## config.mk

```make
export PLATFORM = sky130hd
export DESIGN_NAME = vtl_div
export DESIGN_NICKNAME = d
export VERILOG_FILES = /design/src/video_tile_layout_assert.svh /design/src/vtl_div.sv
export SDC_FILE = /design/constraint.sdc
export NUM_CORES = 1
export LEC_CHECK = 0
export ABC_AREA = 1
export BUFFER_PORTS_ARGS = -buffer_cell sky130_fd_sc_hd__buf_2
export CAP_MARGIN = 5
export CORE_UTILIZATION = 58
export CTS_CLUSTER_SIZE = 14
export DETAILED_ROUTE_END_ITERATION = 8
export PLACE_DENSITY = 0.73
export SLEW_MARGIN = 20
export SYNTH_ARGS = -nofsm -noshare
export SYNTH_HDL_FRONTEND = slang
export SYNTH_SLANG_ARGS = --single-unit
export TNS_END_PERCENT = 20
```

## constraint.sdc

```tcl
create_clock -name clk -period 4.3 [get_ports clk]
set_input_delay 0.86 -clock clk [delete_from_list [all_inputs] [get_ports clk]]
set_output_delay 0.86 -clock clk [all_outputs]
set_load 0.03 [all_outputs]
```

## src/video_tile_layout_assert.svh

```systemverilog
// ----------------------------------------------------------------------------
// video_tile_layout_assert
// Assertion macros used by the tile layout RTL.
// ----------------------------------------------------------------------------
`ifndef VIDEO_TILE_LAYOUT_ASSERT_SVH
`define VIDEO_TILE_LAYOUT_ASSERT_SVH

// same-cycle implication
`define VTL_ASSERT_IMP(lbl, ck, rn, ante, cons) \
  lbl: assert property (@(posedge ck) disable iff (!rn) (ante) |-> (cons)) \
    else $error("tile layout assertion failed");

// next-cycle implication
`define VTL_ASSERT_NXT(lbl, ck, rn, ante, cons) \
  lbl: assert property (@(posedge ck) disable iff (!rn) (ante) |=> (cons)) \
    else $error("tile layout assertion failed");

`endif

```

## src/vtl_div.sv

```systemverilog
// ----------------------------------------------------------------------------
// vtl_div
// Pipelined restoring divider, one quotient bit per stage, several lanes
// sharing one divisor, with a tag carried alongside.
// ----------------------------------------------------------------------------
`timescale 1ns / 1ps
`default_nettype none

module vtl_div #(
  parameter int LANES = 1,
  parameter int NW    = 8,
  parameter int DW    = 8,
  parameter int TW    = 1
) (
  input  wire logic                       clk,
  input  wire logic                       rst_n,
  input  wire logic                       en,
  input  wire logic                       vld_in,
  input  wire logic [LANES-1:0][NW-1:0]   num_in,
  input  wire logic [DW-1:0]              den_in,
  input  wire logic [TW-1:0]              tag_in,
  output logic                            vld_out,
  output logic [LANES-1:0][NW-1:0]        quo_out,
  output logic [LANES-1:0][DW-1:0]        rem_out,
  output logic [TW-1:0]                   tag_out
);

  logic                     vld_r [NW];
  logic [LANES-1:0][NW-1:0] qn_r  [NW];
  logic [LANES-1:0][DW-1:0] rem_r [NW];
  logic [DW-1:0]            den_r [NW];
  logic [TW-1:0]            tag_r [NW];

  for (genvar k = 0; k < NW; k++) begin : g_stage
    logic                     vld_i;
    logic [LANES-1:0][NW-1:0] qn_i;
    logic [LANES-1:0][DW-1:0] rem_i;
    logic [DW-1:0]            den_i;
    logic [TW-1:0]            tag_i;
    logic [LANES-1:0][NW-1:0] qn_nxt;
    logic [LANES-1:0][DW-1:0] rem_nxt;

    if (k == 0) begin : g_first
      assign vld_i = vld_in;
      assign qn_i  = num_in;
      assign rem_i = '0;
      assign den_i = den_in;
      assign tag_i = tag_in;
    end else begin : g_next
      assign vld_i = vld_r[k-1];
      assign qn_i  = qn_r[k-1];
      assign rem_i = rem_r[k-1];
      assign den_i = den_r[k-1];
      assign tag_i = tag_r[k-1];
    end

    always_comb begin : p_step
      logic [DW:0] trial;
      logic        qbit;
      for (int l = 0; l < LANES; l++) begin
        trial = {rem_i[l], qn_i[l][NW-1]};
        if (trial >= {1'b0, den_i}) begin
          trial = trial - {1'b0, den_i};
          qbit  = 1'b1;
        end else begin
          qbit  = 1'b0;
        end
        rem_nxt[l] = trial[DW-1:0];
        qn_nxt[l]  = {qn_i[l][NW-2:0], qbit};
      end
    end

    always_ff @(posedge clk) begin
      if (!rst_n) begin
        vld_r[k] <= 1'b0;
      end else if (en) begin
        vld_r[k] <= vld_i;
      end
    end

    always_ff @(posedge clk) begin
      if (en) begin
        qn_r[k]  <= qn_nxt;
        rem_r[k] <= rem_nxt;
        den_r[k] <= den_i;
        tag_r[k] <= tag_i;
      end
    end
  end

  assign vld_out = vld_r[NW-1];
  assign quo_out = qn_r[NW-1];
  assign rem_out = rem_r[NW-1];
  assign tag_out = tag_r[NW-1];

endmodule

`default_nettype wire

```

# --- Yosys cells after proc, flatten, opt, wreduce, memory -nomap -nowiden ---
# Memory sizes are Yosys's and may differ from the RTL's.
# Cells that the tools add are included.
word_totals:
  regBits: 0
  latch_bits: 0
  mem_bits_rw: 208
  romBits: 0
  inputBits: 21
  out_inout_bits: 18
  wordCells: 58
  n_memories: 5
classes:
  n_addsub: 8
  mul: 0
  div_mod_pow: 0
  magnitude_cmp: 8
  eq_ne: 0
  n_shift: 0
  n_mux: 29
  bitwise: 8
  reduce_logical: 0
mem_list:
  columns: ["name", "words", "width", "read_ports", "rd_clocked_by_memory_dff", "write_ports", "line_no", "text"]
  rows:
  - ["den_r", 8, 8, 7, 0, 8, "vtl_div.sv:31", "logic [DW-1:0] den_r [NW];"]
  - ["qn_r", 8, 8, 8, 0, 8, "vtl_div.sv:29", "logic [LANES-1:0][NW-1:0] qn_r [NW];"]
  - ["rem_r", 8, 8, 8, 0, 8, "vtl_div.sv:30", "logic [LANES-1:0][DW-1:0] rem_r [NW];"]
  - ["tag_r", 8, 1, 8, 0, 8, "vtl_div.sv:32", "logic [TW-1:0] tag_r [NW];"]
  - ["vld_r", 8, 1, 8, 0, 8, "vtl_div.sv:28", "logic vld_r [NW];"]
op_table:
  columns: ["cell", "count"]
  rows:
  - ["$mux W8", 8]
  - ["$ge A9 B8 Y1", 7]
  - ["$sub A8 B8 Y8", 7]
  - ["$mux W1", 21]
  - ["$ge A1 B8 Y1", 1]
  - ["$or A1 B1 Y1", 8]
  - ["$sub A1 B8 Y8", 1]

# --- Depth between registers and ports, before layout ---
logic_depth:
  word_depth: 4
  ltp_mapped: 11
  depth_no_buf: 11

# --- Worst setup path before layout ---
# No wires, ideal clock.
synth_path:
  kind: "input-to-reg"
  startpoint: "input num_in[7] (netlist bit)"
  endpoint: "memory rem_r[0][0] (netlist bit), data pin"
  setup_time_ps: 260
  arrival_time_ps: 1688
  t_required_ps: 4040
  path_slack_ps: 2351
  path_stages: 9
  n_path_buf: 0
  path_cell_list: "inv_1 ha_1 inv_1 ha_1 nand2_1 a21oi_1 inv_1 nand2_1 o21ai_0"
synth_rtl:
  columns: ["element", "line_no", "text"]
  rows:
  - ["start: declaration", "vtl_div.sv:19", "input wire logic [LANES-1:0][NW-1:0] num_in,"]
  - ["end: declaration", "vtl_div.sv:30", null]

==> flow_metrics.py <==
metrics = {
    "clock_network": {
        "h-tree-depth": 4,
        "cts_buffer_depth": 2,
        "cts-resized-gates": 0,
        "cts_tree": "yes",
        "clock-sinks": 200,
        "cts_buffers": 17,
        "clk_pin_slew_ns": 0.07,
        "post_cts_buffers": 0,
        "cts_root_buf": "clkbuf_16",
        "clk_latency_ns": 0.43,
        "ctsHoldBuffers": 0,
    },
    "hold_path": {
        "holdPathStages": 0,
        "hold_class": "flip-flop to flip-flop",
    },
    "synth": {
        "synth_top_cell_by_area": "edfxtp_1",
        "synth.top_cell.area_share_pct": 58.3,
        "synth_enable_flop_cells": 199,
        "syn-num-nets": 1092,
        "synth_area_sq_um": 10300,
        "yosysUniqueCellTypes": 28,
        "yosysMostFrequentCell": "nand2_1",
        "yosys-top-cells-count": "294 x nand2_1, 199 x edfxtp_1, 171 x inv_1",
        "async_flop_share_pct": 0,
        "yosysWarnings": 0,
        "synth_top_flop_cell": "edfxtp_1",
        "ys_seq_area_share_pct": 58.4,
        "synth_seq_cells": 200,
        "synth.avg_cell_area_sq_um": 10.2,
        "synth.area.top_cells": "edfxtp_1 58%, nand2_1 11%, ha_1 7.1%",
        "synthCells": 1006,
    },
    "placement": {
        "io_buffers": 38,
        "place_area_sq_um": 10700,
        "hpwl_microns": 12800,
        "gp_congestion": 0.914,
    },
    "pwr": {
        "leakagePower_nw": 5.24,
        "power_density_nw_per_um2": 564,
        "p_total_mw": 6.35,
        "vdd_drop_max_v": 0.000371,
    },
    "worst_setup_path": {
        "startpoint_type": "flip-flop",
        "r2r.worst_path.cells": 9,
        "critPathMaxFanout": 9,
        "end_kind": "flip-flop",
        "critical_path_class": "flip-flop to flip-flop",
        "arrival_ns": 2.28,
        "cp_data_required_time_ns": 4.49,
    },
    "route": {
        "m1WireLength_microns": 6610,
        "drc": 0,
        "dr.first_iter.drc_count": 357,
        "routed_wl_microns": 17500,
        "met2_length_microns": 9880,
        "vias": 6676,
        "drt-wirelength-per-cell_microns": 13.5,
        "viasPerCell": 5.16,
        "firstDrtPassIters": 5,
        "dr_wl_met3_microns": 444,
        "ant_nets": 0,
        "highest_layer": "met4",
    },
    "floorplan": {
        "start_util_pct": 59.3,
        "coreArea_sq_um": 17300,
        "io-pin-count": 39,
        "num_rows": 48,
        "die_area_sq_um": 18200,
        "die_y_microns": 135,
        "fp.dieW_microns": 135,
    },
    "grt": {
        "globalRouteTotalUtil_pct": 20.6,
        "antenna_found_initial": 0,
        "grt_first_pass_wirelength_microns": 28900,
        "grt_max_degree": 126,
        "grt_pass1_vias": 6488,
        "grt.overflow.total": 0,
    },
    "timing": {
        "skew_ns": 0.0100,
        "finalCritPeriodShare_pct": 48.6,
        "slew_viol_final": 0,
        "fmax_ghz": 0.479,
        "worst_pin_slew_ns": 0.968,
        "rsz0062_at_grt": "no",
        "setup_viol": 0,
        "min_period_ns": 2.09,
        "relSlewSlack_pct": 35.5,
        "hold_viol": 0,
        "fin_setup_tns_ns": 0,
    },
    "finish": {
        "area_growth_pct": 9.81,
        "fin_nets": 1141,
        "layout-drive-gt1-share_pct": 9.46,
        "antenna_cells": 0,
        "design_area_sq_um": 11300,
        "final_core_util_pct": 65.1,
    },
    "outcome": {
        "status": "completed",
    },
    "job": {
        "cap_violations": 0,
    },
}
power by group:
part / total [mW] / internal (mW) / leakage, nW / switching [mW]
Combinational: 2.01 / 0.711 / 2.99 / 1.30
Clock: 1.63 / 0.927 / 0.292 / 0.705
Sequential: 2.71 / 2.57 / 1.97 / 0.140
Total: 6.35 / 4.21 / 5.24 / 2.15
layout make-up:
| cell class | instances | area (sq um) |
|---|---|---|
| clock inverters | 12 | 163 |
| multi-input cells | 623 | 3510 |
| flip-flops and latches | 200 | 6000 |
| clock buffers | 20 | 437 |
| fillers | 1345 | 6030 |
| well taps | 225 | 282 |
| repair buffers | 40 | 226 |
| inverters | 173 | 649 |
sequential cells by signal (all words and copies together) (netlist names):
signal	flops
den_r	56
tag_r	8
rem_r	64
vld_r	8
qn_r	64
through the flow:
step | worst slack [ns] | hold WS (ns) | std cells
2_1_floorplan | 2.35 | 0.400 | 1006
3_3_place_gp | 1.91 | 0.400 | 1261
3_5_place_dp | 1.89 | 0.405 | 1261
4_1_cts | 2.23 | 0.414 | 1293
5_1_grt | 2.08 | 0.416 | 1293
6_report | 2.21 | 0.414 | 1293
cell usage in the layout (no fill, tap or decap), drive strengths merged:
| master | instances |
|---|---|
| nor2 | 49 |
| dfxtp | 1 |
| nor4 | 1 |
| a21oi | 32 |
| nand2 | 314 |
| nand3b | 2 |
| ha | 58 |
| bufinv | 3 |
| inv | 176 |
| nor3b | 3 |
| clkbuf | 21 |
| and2 | 4 |
| xor2 | 13 |
| fa | 7 |
| buf | 39 |
| nor3 | 7 |
| xnor2 | 8 |
| nand4 | 13 |
| o21ai | 2 |
| edfxtp | 199 |
| or2 | 5 |
| nand3 | 105 |
| clkinvlp | 1 |
| clkinv | 5 |
final timing paths:
kind | from | to | slack (ns)
worst min register to register | qn_r[1][5]$_DFFE_PP_ | qn_r[1][14]$_DFFE_PP_ | 0.41
worst max register to register | rem_r[0][5]$_SDFFCE_PP0P_ | rem_r[0][8]$_DFFE_PP_ | 2.21
worst min-delay path | qn_r[1][5]$_DFFE_PP_ | qn_r[1][14]$_DFFE_PP_ | 0.41
worst max-delay path | rem_r[0][5]$_SDFFCE_PP0P_ | rem_r[0][8]$_DFFE_PP_ | 2.21
kinds of logic after synthesis:
family | after synthesis | share of synthesized area (%)
buffers and inverters | 183 | 7.32
XOR/XNOR | 21 | 1.79
adder cells (fa/ha/maj) | 65 | 8.44
flip-flops | 200 | 58.4
AO/OA/AOI/OAI | 34 | 1.88
AND/OR/NAND/NOR | 503 | 22.1
routing by layer:
metal,global-route usage [%],vias to the layer above
met2,40.3,112
met3,3.49,33
met4,11.0,0
met1,20.4,3119
met5,0,-
li1,-,3412
critical path, stage by stage, from the launching register on:
cell and delay, ns:
edfxtp_1 0.48, ha_1 0.41, nand2_1 0.09, nand2_1 0.07
nand2_1 0.06, nand2_1 0.06, a21oi_2 0.37, nand2_4 0.16
nand2_1 0.09, nand2_1 0.05
(Power assumes the default switching activity.)
